<file path="src/hw/rtl/lpsi_pkg.sv">
`timescale 1ns / 1ps

package lpsi_pkg;

  // Serial-number half range: a forward distance at or above this is "older".
  localparam logic [31:0] SerialHalf = 32'h8000_0000;

  typedef enum logic {
    OP_RECORD = 1'b0,
    OP_READ   = 1'b1
  } op_e;

  typedef enum logic {
    REG_LOG_START = 1'b0,
    REG_LOG_END   = 1'b1
  } cfg_reg_e;

  typedef enum logic [2:0] {
    ST_OK          = 3'd0,
    ST_READ_FAILED = 3'd1,
    ST_BAD_LENGTH  = 3'd2,
    ST_SLOT_RANGE  = 3'd3,
    ST_AMBIGUOUS   = 3'd4,
    ST_HALTED      = 3'd5
  } status_e;

  typedef struct packed {
    op_e         operation;
    logic        record_ok;
    logic        is_save_record;
    logic        identity_match;
    logic [7:0]  slot;
    logic [31:0] generation;
    logic [15:0] sector_count;
  } in_t;

  typedef struct packed {
    status_e     status;
    logic [15:0] cursor;
    logic        log_complete;
    logic        slot_present;
    logic [15:0] slot_sector;
    logic [31:0] slot_generation;
  } out_t;

  typedef struct packed {
    logic [15:0] sector;
    logic [31:0] generation;
  } slot_entry_t;

endpackage

</file>
<file path="src/hw/rtl/lpsi_slot_table.sv">
`timescale 1ns / 1ps

module lpsi_slot_table
  import lpsi_pkg::*;
#(
  parameter int unsigned SLOTS = 8,
  localparam int unsigned IdxW = (SLOTS > 1) ? $clog2(SLOTS) : 1
) (
  input  logic            clk_i,
  input  logic            rst_ni,
  input  logic            clear_i,
  input  logic            rd_en_i,
  input  logic [IdxW-1:0] rd_addr_i,
  input  logic            wr_en_i,
  input  logic [IdxW-1:0] wr_addr_i,
  input  slot_entry_t     wr_data_i,
  output logic            rd_present_o,
  output slot_entry_t     rd_data_o
);

  slot_entry_t mem_q [SLOTS];
  logic [SLOTS-1:0] present_q;
  logic             rd_present_q;
  slot_entry_t      rd_data_q;
  logic             bypass;

  // Same-edge write to the address being read: hand over the new entry.
  assign bypass = wr_en_i && (wr_addr_i == rd_addr_i);

  always_ff @(posedge clk_i) begin
    if (wr_en_i) begin
      mem_q[wr_addr_i] <= wr_data_i;
    end
  end

  always_ff @(posedge clk_i) begin
    if (rd_en_i) begin
      rd_data_q <= bypass ? wr_data_i : mem_q[rd_addr_i];
    end
  end

  always_ff @(posedge clk_i or negedge rst_ni) begin
    if (!rst_ni) begin
      present_q    <= '0;
      rd_present_q <= 1'b0;
    end else if (clear_i) begin
      present_q    <= '0;
      rd_present_q <= 1'b0;
    end else begin
      if (wr_en_i) begin
        present_q[wr_addr_i] <= 1'b1;
      end
      if (rd_en_i) begin
        rd_present_q <= bypass | present_q[rd_addr_i];
      end
    end
  end

  assign rd_present_o = rd_present_q;
  assign rd_data_o    = rd_data_q;

endmodule

</file>
<file path="src/hw/rtl/log_latest_per_slot_indexer.sv">
`timescale 1ns / 1ps

// Latest-record-per-slot indexer. Feed it the decoded record headers of an
// append-only log, one beat each, and it tracks the log cursor and keeps the
// newest save record per slot (32-bit serial-number order with wraparound);
// a read beat returns one slot's entry. It takes one beat per clock unless
// the result register is full and stalled, and returns one result beat per
// input beat; each beat passes through the input register, where the slot
// entry is fetched from the table memory, and then the result register.
// Each beat does one read, compare and write of a slot entry plus the cursor
// add. The first bad record halts the walk (status 5) until the log start
// register is written again; that write reloads the cursor and empties the
// table through per-slot valid bits, so there is no clearing pass.
// Write the configuration registers only while no beat is in flight.
module log_latest_per_slot_indexer
  import lpsi_pkg::*;
#(
  parameter int unsigned SLOTS = 8
) (
  input  logic        clk_i,
  input  logic        rst_ni,
  input  logic        in_valid_i,
  output logic        in_stall_o,
  input  in_t         in_data_i,
  output logic        out_valid_o,
  input  logic        out_stall_i,
  output out_t        out_data_o,
  input  logic        cfg_valid_i,
  output logic        cfg_ready_o,
  input  cfg_reg_e    cfg_index_i,
  input  logic [15:0] cfg_data_i
);

  localparam int unsigned IdxW = (SLOTS > 1) ? $clog2(SLOTS) : 1;

  // Control and architectural state
  logic        s1_valid_q, s1_valid_d;
  in_t         s1_data_q;
  logic        out_valid_q, out_valid_d;
  out_t        out_data_q, out_data_d;
  logic [15:0] cursor_q, cursor_d;
  logic        failed_q, failed_d;
  logic [15:0] end_q;

  logic        accept, advance, cfg_we, start_we;

  // Table interface
  logic        tbl_wr_en;
  slot_entry_t tbl_wr_data;
  logic        tbl_present;
  slot_entry_t tbl_entry;

  // Compute stage
  logic        in_range, hdr_entry, bad_len, newer, same_gen_other;
  logic [15:0] left;
  logic [31:0] gen_dist;

  assign cfg_ready_o = 1'b1;
  assign cfg_we      = cfg_valid_i && cfg_ready_o;
  assign start_we    = cfg_we && (cfg_index_i == REG_LOG_START);

  // Advance the compute stage whenever the result register frees up.
  assign advance    = !out_valid_q || !out_stall_i;
  assign in_stall_o = s1_valid_q && !advance;
  assign accept     = in_valid_i && !in_stall_o;

  lpsi_slot_table #(
    .SLOTS(SLOTS)
  ) u_table (
    .clk_i       (clk_i),
    .rst_ni      (rst_ni),
    .clear_i     (start_we),
    .rd_en_i     (accept),
    .rd_addr_i   (in_data_i.slot[IdxW-1:0]),
    .wr_en_i     (tbl_wr_en),
    .wr_addr_i   (s1_data_q.slot[IdxW-1:0]),
    .wr_data_i   (tbl_wr_data),
    .rd_present_o(tbl_present),
    .rd_data_o   (tbl_entry)
  );

  // Record checks, all off the input register and the fetched entry.
  assign in_range       = s1_data_q.slot < 8'(SLOTS);
  assign hdr_entry      = s1_data_q.is_save_record && s1_data_q.identity_match;
  assign left           = (cursor_q < end_q) ? (end_q - cursor_q) : 16'd0;
  assign bad_len        = (s1_data_q.sector_count == 16'd0) ||
                          (s1_data_q.sector_count > left);
  assign gen_dist       = s1_data_q.generation - tbl_entry.generation;
  assign newer          = (gen_dist != 32'd0) && (gen_dist < SerialHalf);
  assign same_gen_other = (s1_data_q.generation == tbl_entry.generation) &&
                          (cursor_q != tbl_entry.sector);

  assign tbl_wr_data = '{sector: cursor_q, generation: s1_data_q.generation};

  always_comb begin
    logic [2:0] st;
    logic       wr;
    logic       fail;
    logic [15:0] cur;
    st   = ST_OK;
    wr   = 1'b0;
    fail = failed_q;
    cur  = cursor_q;
    out_data_d = '0;

    if (s1_data_q.operation == OP_RECORD) begin
      if (failed_q) begin
        st = ST_HALTED;
      end else if (!s1_data_q.record_ok) begin
        st   = ST_READ_FAILED;
        fail = 1'b1;
      end else if (bad_len) begin
        st   = ST_BAD_LENGTH;
        fail = 1'b1;
      end else if (hdr_entry && !in_range) begin
        st   = ST_SLOT_RANGE;
        fail = 1'b1;
      end else if (hdr_entry && (!tbl_present || newer)) begin
        wr  = 1'b1;
        cur = cursor_q + s1_data_q.sector_count;
      end else if (hdr_entry && same_gen_other) begin
        st   = ST_AMBIGUOUS;
        fail = 1'b1;
      end else begin
        cur = cursor_q + s1_data_q.sector_count;
      end
    end else begin
      if (!in_range) begin
        st = ST_SLOT_RANGE;
      end else begin
        st = failed_q ? ST_HALTED : ST_OK;
        out_data_d.slot_present    = tbl_present;
        // Drop stale memory data behind a cleared valid bit.
        out_data_d.slot_sector     = tbl_present ? tbl_entry.sector : 16'd0;
        out_data_d.slot_generation = tbl_present ? tbl_entry.generation : 32'd0;
      end
    end

    out_data_d.status       = status_e'(st);
    out_data_d.cursor       = cur;
    out_data_d.log_complete = !fail && (cur == end_q);

    tbl_wr_en = s1_valid_q && advance && wr;
    cursor_d  = cur;
    failed_d  = fail;
  end

  always_comb begin
    s1_valid_d = s1_valid_q;
    if (accept) begin
      s1_valid_d = 1'b1;
    end else if (advance) begin
      s1_valid_d = 1'b0;
    end
    out_valid_d = out_valid_q;
    if (advance) begin
      out_valid_d = s1_valid_q;
    end
  end

  always_ff @(posedge clk_i) begin
    if (accept) begin
      s1_data_q <= in_data_i;
    end
    if (advance && s1_valid_q) begin
      out_data_q <= out_data_d;
    end
  end

  always_ff @(posedge clk_i or negedge rst_ni) begin
    if (!rst_ni) begin
      s1_valid_q  <= 1'b0;
      out_valid_q <= 1'b0;
      cursor_q    <= 16'd0;
      failed_q    <= 1'b0;
      end_q       <= 16'd0;
    end else begin
      s1_valid_q  <= s1_valid_d;
      out_valid_q <= out_valid_d;
      if (advance && s1_valid_q) begin
        cursor_q <= cursor_d;
        failed_q <= failed_d;
      end
      if (cfg_we) begin
        unique case (cfg_index_i)
          REG_LOG_START: begin
            cursor_q <= cfg_data_i;
            failed_q <= 1'b0;
          end
          REG_LOG_END: begin
            end_q <= cfg_data_i;
          end
          default: begin
          end
        endcase
      end
    end
  end

  assign out_valid_o = out_valid_q;
  assign out_data_o  = out_data_q;

  // Once halted, only a restart moves the cursor.
  assert property (@(posedge clk_i) disable iff (!rst_ni)
    failed_q && !start_we |=> $stable(cursor_q))
  else $error("cursor moved while halted");

  // A rejected record header always leaves the walk halted.
  assert property (@(posedge clk_i) disable iff (!rst_ni)
    advance && s1_valid_q && (s1_data_q.operation == OP_RECORD) &&
    (out_data_d.status == ST_READ_FAILED || out_data_d.status == ST_BAD_LENGTH ||
     out_data_d.status == ST_SLOT_RANGE || out_data_d.status == ST_AMBIGUOUS) &&
    !cfg_we |=> failed_q)
  else $error("rejected record did not halt the walk");

  // Table writes only target slots that exist, and never while halted.
  assert property (@(posedge clk_i) disable iff (!rst_ni)
    tbl_wr_en |-> in_range && !failed_q)
  else $error("table write to an invalid slot or while halted");

  // A complete log never comes with a halting status.
  assert property (@(posedge clk_i) disable iff (!rst_ni)
    out_valid_o && out_data_o.log_complete |->
    (out_data_o.status == ST_OK || out_data_o.status == ST_SLOT_RANGE))
  else $error("log complete reported with a failure status");

endmodule
</file>
<file path="config.mk">
export PLATFORM = sky130hd
export DESIGN_NAME = log_latest_per_slot_indexer
export DESIGN_NICKNAME = d
export VERILOG_FILES = /design/src/hw/rtl/lpsi_pkg.sv /design/src/hw/rtl/lpsi_slot_table.sv /design/src/hw/rtl/log_latest_per_slot_indexer.sv
export SDC_FILE = /design/constraint.sdc
export NUM_CORES = 1
export LEC_CHECK = 0
export BUFFER_PORTS_ARGS = -buffer_cell sky130_fd_sc_hd__buf_2
export CORE_MARGIN = 1.5
export CORE_UTILIZATION = 55
export CTS_CLUSTER_SIZE = 10
export DETAILED_ROUTE_END_ITERATION = 12
export GPL_TIMING_DRIVEN = 1
export PLACE_DENSITY = 0.79
export SLEW_MARGIN = 20
export SYNTH_ARGS = -nofsm -noshare
export SYNTH_HDL_FRONTEND = slang
export SYNTH_HIERARCHICAL = 1
export SYNTH_SLANG_ARGS = --single-unit
</file>
<file path="constraint.sdc">
create_clock -name clk_i -period 11.42 [get_ports clk_i]
set_input_delay 2.284 -clock clk_i [delete_from_list [all_inputs] [get_ports clk_i]]
set_output_delay 2.284 -clock clk_i [all_outputs]
set_load 0.02 [all_outputs]
</file>
; Word-level counts from Yosys, hierarchy flattened
; Memories as Yosys holds them, arrays and structs flattened. A register that Yosys moved wholly into a read port is not among the register bits.
; Cells that the tools add are included.
; Widths: inputs -> output; s select.
[word_totals]
ff_bits = 173
ram_bits = 384
in_bits = 82
output_inout_bits = 72
elab_cells = 118
memories = 1
[mem_list]
columns = memory, depth, width, read_ports, rd_clocked_by_memory_dff, write_ports, line_no
row1 = u_table.mem_q, 8, 48, 1, 1, 1, lpsi_slot_table.sv:21  ; slot_entry_t mem_q [SLOTS];
[classes]
n_addsub = 3
n_lt_le_gt_ge = 7
n_eq_ne = 4
mux = 48
bitwise_logic = 3
reduce_logical = 32
[op_table]
columns = operator, n
row1 = $mux 16, 11
row2 = $eq 32x32->1, 1
row3 = $lt 32x32->1 const B, 1
row4 = $reduce_bool 32->1, 1
row5 = $sub 32x32->32, 1
row6 = $mux 3, 9
row7 = $mux 1, 24
row8 = $add 16x16->16, 1
row9 = $eq 16x16->1, 1
row10 = $gt 16x16->1, 1
row11 = $logic_not 16->1, 1
row12 = $lt 16x16->1, 1
row13 = $mux 8, 2
row14 = $ne 16x16->1, 1
row15 = $sub 16x16->16, 1
row16 = $logic_and 1x1->1, 14
row17 = $lt 3x4->1 const B, 2
row18 = $lt 8x4->1 const B, 1
row19 = $or 8x8->8, 1
row20 = $logic_not 1->1, 7
row21 = $reduce_bool 2->1, 3
row22 = $reduce_and 2->1, 2
row23 = $bmux 1 s3, 1
row24 = $demux 1 s3, 1
row25 = 6 further kinds, 8

; Logic depth before layout (Yosys ltp)
[logic_depth]
depth_word = 16
ltp_mapped = 32
ltp_nobuf = 30

; By module
; Netlist, hierarchy kept.
[by_module_without_submodules]
columns = mod, instances, cells_each, area_per_inst_um2, seq_area_each_um2
row1 = lpsi_slot_table, 1, 702, 16897.5, 13197.7
row2 = log_latest_per_slot_indexer, 1, 1038, 10565.1, 4749.6

; Least setup slack after synthesis
; Ideal clock, no wire load.
[synth_path]
path_kind = flip-flop to flip-flop
from = register cursor_q[1]
to = memory u_table/mem_q[0][0] (netlist bit), enable pin
setup_time_ps = 593
t_arrival_ps = 10028
t_required_ps = 10827
path_slack_ps = 799
path_stages_with_launch = 26
path_buffers = 0
period_less_slack_ps = 10621
cell_sequence = dfrtp_1 > inv_1 > ha_1 > nor2b_1 > o21ai_0 > a21boi_0 > o21ai_0 > a21oi_1 > o21ai_0 > a21oi_1 > o21ai_0 > a21oi_1 > a31oi_1 > o21bai_1 > a21oi_1 > xnor2_1 > nand2_1 > ha_1 > nand4_1 > or3_1 > nor4_1 > or2_2 > o2111ai_1 > nand2b_1 > nor3_1 > nor4b_1
[synth_between]
elab_chain_cells = 11
elab_cells_between_ends = 12
cone_classes = add/sub (1) / order compare (2) / mux (7) / reduce/logical (2)
[synth_rtl]
columns = item, line_no
row1 = "start, declared", log_latest_per_slot_indexer.sv:41  ; logic [15:0] cursor_q, cursor_d;
row2 = "start signal, assigned", log_latest_per_slot_indexer.sv:181  ; cursor_q <= cursor_d;
row3 = "start signal, assigned", log_latest_per_slot_indexer.sv:187  ; cursor_q <= cfg_data_i;
row4 = $sub 16x16->16 / $lt 16x16->1 (equally long branches), log_latest_per_slot_indexer.sv:85  ; assign left = (cursor_q < end_q) ? (end_q - cursor_q) : 16'd0;
row5 = $mux 16 *, log_latest_per_slot_indexer.sv:85
row6 = $gt 16x16->1 *, log_latest_per_slot_indexer.sv:87  ; (s1_data_q.sector_count > left);
row7 = $logic_or 1x1->1 *, log_latest_per_slot_indexer.sv:86  ; assign bad_len = (s1_data_q.sector_count == 16'd0) ||
row8 = $mux 1 *, log_latest_per_slot_indexer.sv:112  ; end else if (bad_len) begin
row9 = $mux 1 *, log_latest_per_slot_indexer.sv:109  ; end else if (!s1_data_q.record_ok) begin
row10 = $mux 1 *, log_latest_per_slot_indexer.sv:107  ; if (failed_q) begin
row11 = $mux 1 *, log_latest_per_slot_indexer.sv:106  ; if (s1_data_q.operation == OP_RECORD) begin
row12 = $logic_and 1x1->1 *, log_latest_per_slot_indexer.sv:143  ; tbl_wr_en = s1_valid_q && advance && wr;
row13 = net tbl_wr_en, log_latest_per_slot_indexer.sv:48  ; logic tbl_wr_en;
row14 = $mux 1 *, lpsi_slot_table.sv:31  ; if (wr_en_i) begin
row15 = $mux 1 (not written as such) *, lpsi_slot_table.sv:32  ; mem_q[wr_addr_i] <= wr_data_i;
row16 = "end, declared", lpsi_slot_table.sv:21
; The timed path passes the listed nets; every way through them passes the cells marked *.

; Worst setup path in the final report
[layout_path]
from = register cursor_q[1]
to = memory u_table/mem_q[7][45] (netlist bit), enable pin
; The elaborated chain is that of the path after synthesis.

==> metrics.yaml <==
finalHoldViolCount: 0
final_common_cell: "edfxtp_1"
gp_congestion: 0.906
drv_slew: 0
p_comb_frac: 0.160
port_buffers: 152
layout_setup_ws_ps: 3680
power_frac_clock: 0.366
cap_violations: 0
max_freq_mhz: 129
via_per_inst: 6.17
syn_area_mm2: 0.0275
p_sw_frac: 0.270
num_rows: 81
synthFlopType: "edfxtp_1"
period_needed_ps: 7740
grt_max_degree: 61
die_h_um: 226
syn-mean-instance-area_um2: 15.8
cts_buffers: 72
wl_mm: 67.8
io_pins: 154
p_int_mw: 4.11
post-place-ws_ps: 3740
nNetsFinal: 2083
clockBufferDepth: 3
area_delta_synth_final_pct: 13.0
ant_nets: 0
critPathSlowestCell: "nor2_4"
antenna_found_initial: 1
synthDistinctLibCells: 78
worstSetupPathType: "reg -> reg"
ir_drop_uv: 131
utilization: 0.631
setup_viol: 0
cts_max_level: 3
grt_pass1_vias: 16600
slew_headroom: 0.301
arrival_ps: 7990
cts_root_buffer: "clkbuf_16"
die_area_mm2: 0.0513
dr_total_vias: 16200
hold_buffers: 0
p_leak_nw: 11.2
crit_path_max_incr_delay_ps: 790
yosys_warnings: 6
fin_crit_sh: 0.678
drc: 0
hpwl_mm: 43.3
synth_nets: 1902
p_per_area_mw_per_mm2: 181
rsz0062_at_grt: "no"
cts_setup_buffers: 0
pwr-share-seq: 0.474
fin_worst_skew_ps: 23.7
first_pass_iters: 5
power.switching_mw: 1.52
grt_use_total: 0.273
tightest_slew_ps: 1050
grt_pass1_wl_mm: 103
drive_gt1_frac: 0.262
coreArea_mm2: 0.0492
worstSetupEndpointType: "flip-flop"
worstPathRequired_ps: 11670
outcome: "complete, no violations"
tritoncts: "done"
netlist_instances: 1740
die_w_um: 226
wl_per_cell_um: 25.9
cts_resized: 0
synth_edf_count: 561
crit_fanout: 25
detail_route.iter0.violations: 1511
yosysSeqAreaShare: 0.654
grt_overflow: 0
fill_cells: 3457
min_path_type: "reg -> reg"
fin_setup_tns_ps: 0
synthArstFlopShare: 0.0727
mostFrequentLayoutCells: "edfxtp_1, buf_2, mux2_2"
clock-sinks: 605
clk_latency_ps: 610
start_util: 0.559
clkTransAtPathRegs_ps: 50
worstSetupStartpointType: "flip-flop"
synth_seq_cells: 605
## metal layers
| layer | share of wire | global-route usage | vias to the layer above |
|---|---|---|---|
| met3 | 0.064 | 0.0419 | 137 |
| met2 | 0.50 | 0.464 | 735 |
| met5 | 0 | 0 | - |
| met1 | 0.40 | 0.357 | 8158 |
| met4 | 0.033 | 0.0983 | 0 |
| li1 | - | - | 7146 |
## logic make-up (layout without fill, tap and decap cells)
group | Yosys count | after routing | share of synthesized area
AOI/OAI and AO/OA | 264 | 264 | 0.0626
xor gates and xnor gates | 62 | 62 | 0.0198
other | 1 | 2 | 0.000137
and+or+nand+nor | 334 | 334 | 0.0654
DFF | 605 | 605 | 0.654
adders and majority gates | 80 | 80 | 0.0370
muxes | 236 | 236 | 0.136
buffers and inverters | 158 | 375 | 0.0254
## flip-flops by register name, summed over array words and instances (netlist names), 8 cells and up
name and count:
out_data_o 69, cursor_q 16, end_q 16, u_table/mem_q 384
u_table/present_q 8, s1_data_q 60, u_table/rd_data_o 48
## per-stage QoR
| stage | hold slack, ps | area [µm²] | instances | total power [mW] |
|---|---|---|---|---|
| 2_1_floorplan | 457 | 27500 | 1740 | 3.30 |
| 3_3_place_gp | 474 | 28900 | 2511 | 3.59 |
| 3_5_place_dp | 495 | 28900 | 2511 | 3.59 |
| 4_1_cts | 507 | 31000 | 2621 | 5.65 |
| 5_1_grt | 524 | 31000 | 2621 | 5.83 |
| 6_report | 506 | 31000 | 2622 | 5.63 |
## synth_stat cells, types with 5 or more instances
| cell | count | area, µm² |
|---|---|---|
| edfxtp_1 | 561 | 16800 |
| mux2_2 | 122 | 1370 |
| mux4_2 | 98 | 2210 |
| inv_1 | 88 | 330 |
| nand2_1 | 84 | 315 |
| ha_1 | 78 | 976 |
| a21oi_1 | 72 | 360 |
| o21ai_0 | 62 | 310 |
| nor2_1 | 57 | 214 |
| xnor2_1 | 51 | 447 |
| and2_1 | 50 | 313 |
| dfrtp_1 | 44 | 1100 |
| clkbuf_1 | 40 | 150 |
| a21o_1 | 32 | 240 |
| nand4_1 | 26 | 163 |
| nor3_1 | 22 | 110 |
| buf_2 | 20 | 100 |
| mux2i_1 | 15 | 150 |
| nand3_1 | 14 | 70.1 |
| nor2b_1 | 11 | 68.8 |
| xor2_1 | 11 | 96.3 |
| a211oi_1 | 10 | 75.1 |
| a31oi_1 | 10 | 62.6 |
| nor4_1 | 10 | 62.6 |
| o21a_1 | 10 | 75.1 |
| nand2b_1 | 9 | 56.3 |
| o221ai_1 | 8 | 70.1 |
| or3_1 | 7 | 43.8 |
| nand3b_1 | 6 | 45.0 |
| o211ai_1 | 6 | 45.0 |
| o21bai_1 | 6 | 45.0 |
| a22o_1 | 5 | 43.8 |
| and3_1 | 5 | 31.3 |
| and4_1 | 5 | 43.8 |
| o22ai_1 | 5 | 31.3 |
| or2_2 | 5 | 31.3 |
## layout make-up
| type | count | area, µm² | area share |
|---|---|---|---|
| antenna | 1 | 2.50 | 0.0000807 |
| clock buffer | 99 | 1930 | 0.0623 |
| clock inverter | 11 | 135 | 0.00436 |
| inverter | 88 | 333 | 0.0107 |
| multi-input combinational | 977 | 8890 | 0.286 |
| sequential | 605 | 17900 | 0.578 |
| tap | 664 | 831 | 0.0268 |
| timing repair buffer | 177 | 957 | 0.0308 |
## critical path, delay by kind of cell, from the launching register on
kind,cells,cell delay [ps]
buffers and inverters,3,970
adder cells (fa/ha/maj),2,690
XOR/XNOR,1,150
AND/OR/NAND/NOR,10,2720
flip-flops,1,560
AO/OA/AOI/OAI,12,2270
## final timing paths
path / start / slack, ps / endpoint / depth (start not counted)
min in group asynchronous: rst_ni / 1790 / s1_valid_q / 2
worst max-delay path: cursor_q[1] / 3680 / u_table/mem_q[7][45] / 28
worst min-delay path: s1_valid_q / 510 / out_valid_o / 1
max in group asynchronous: rst_ni / 9170 / cursor_q[3] / 2
worst min register to register: s1_valid_q / 510 / out_valid_o / 1
worst max register to register: cursor_q[1] / 3680 / u_table/mem_q[7][45] / 28
## power by group through the flow
stage / Sequential, mW / Clock, mW / Combinational (mW)
floorplan: 2.69 / 0 / 0.617
global placement: 2.70 / 0 / 0.886
detailed placement: 2.71 / 0 / 0.885
CTS: 2.67 / 2.09 / 0.896
global route: 2.68 / 2.17 / 0.984
finish: 2.67 / 2.06 / 0.899
(Power assumes the default switching activity.)
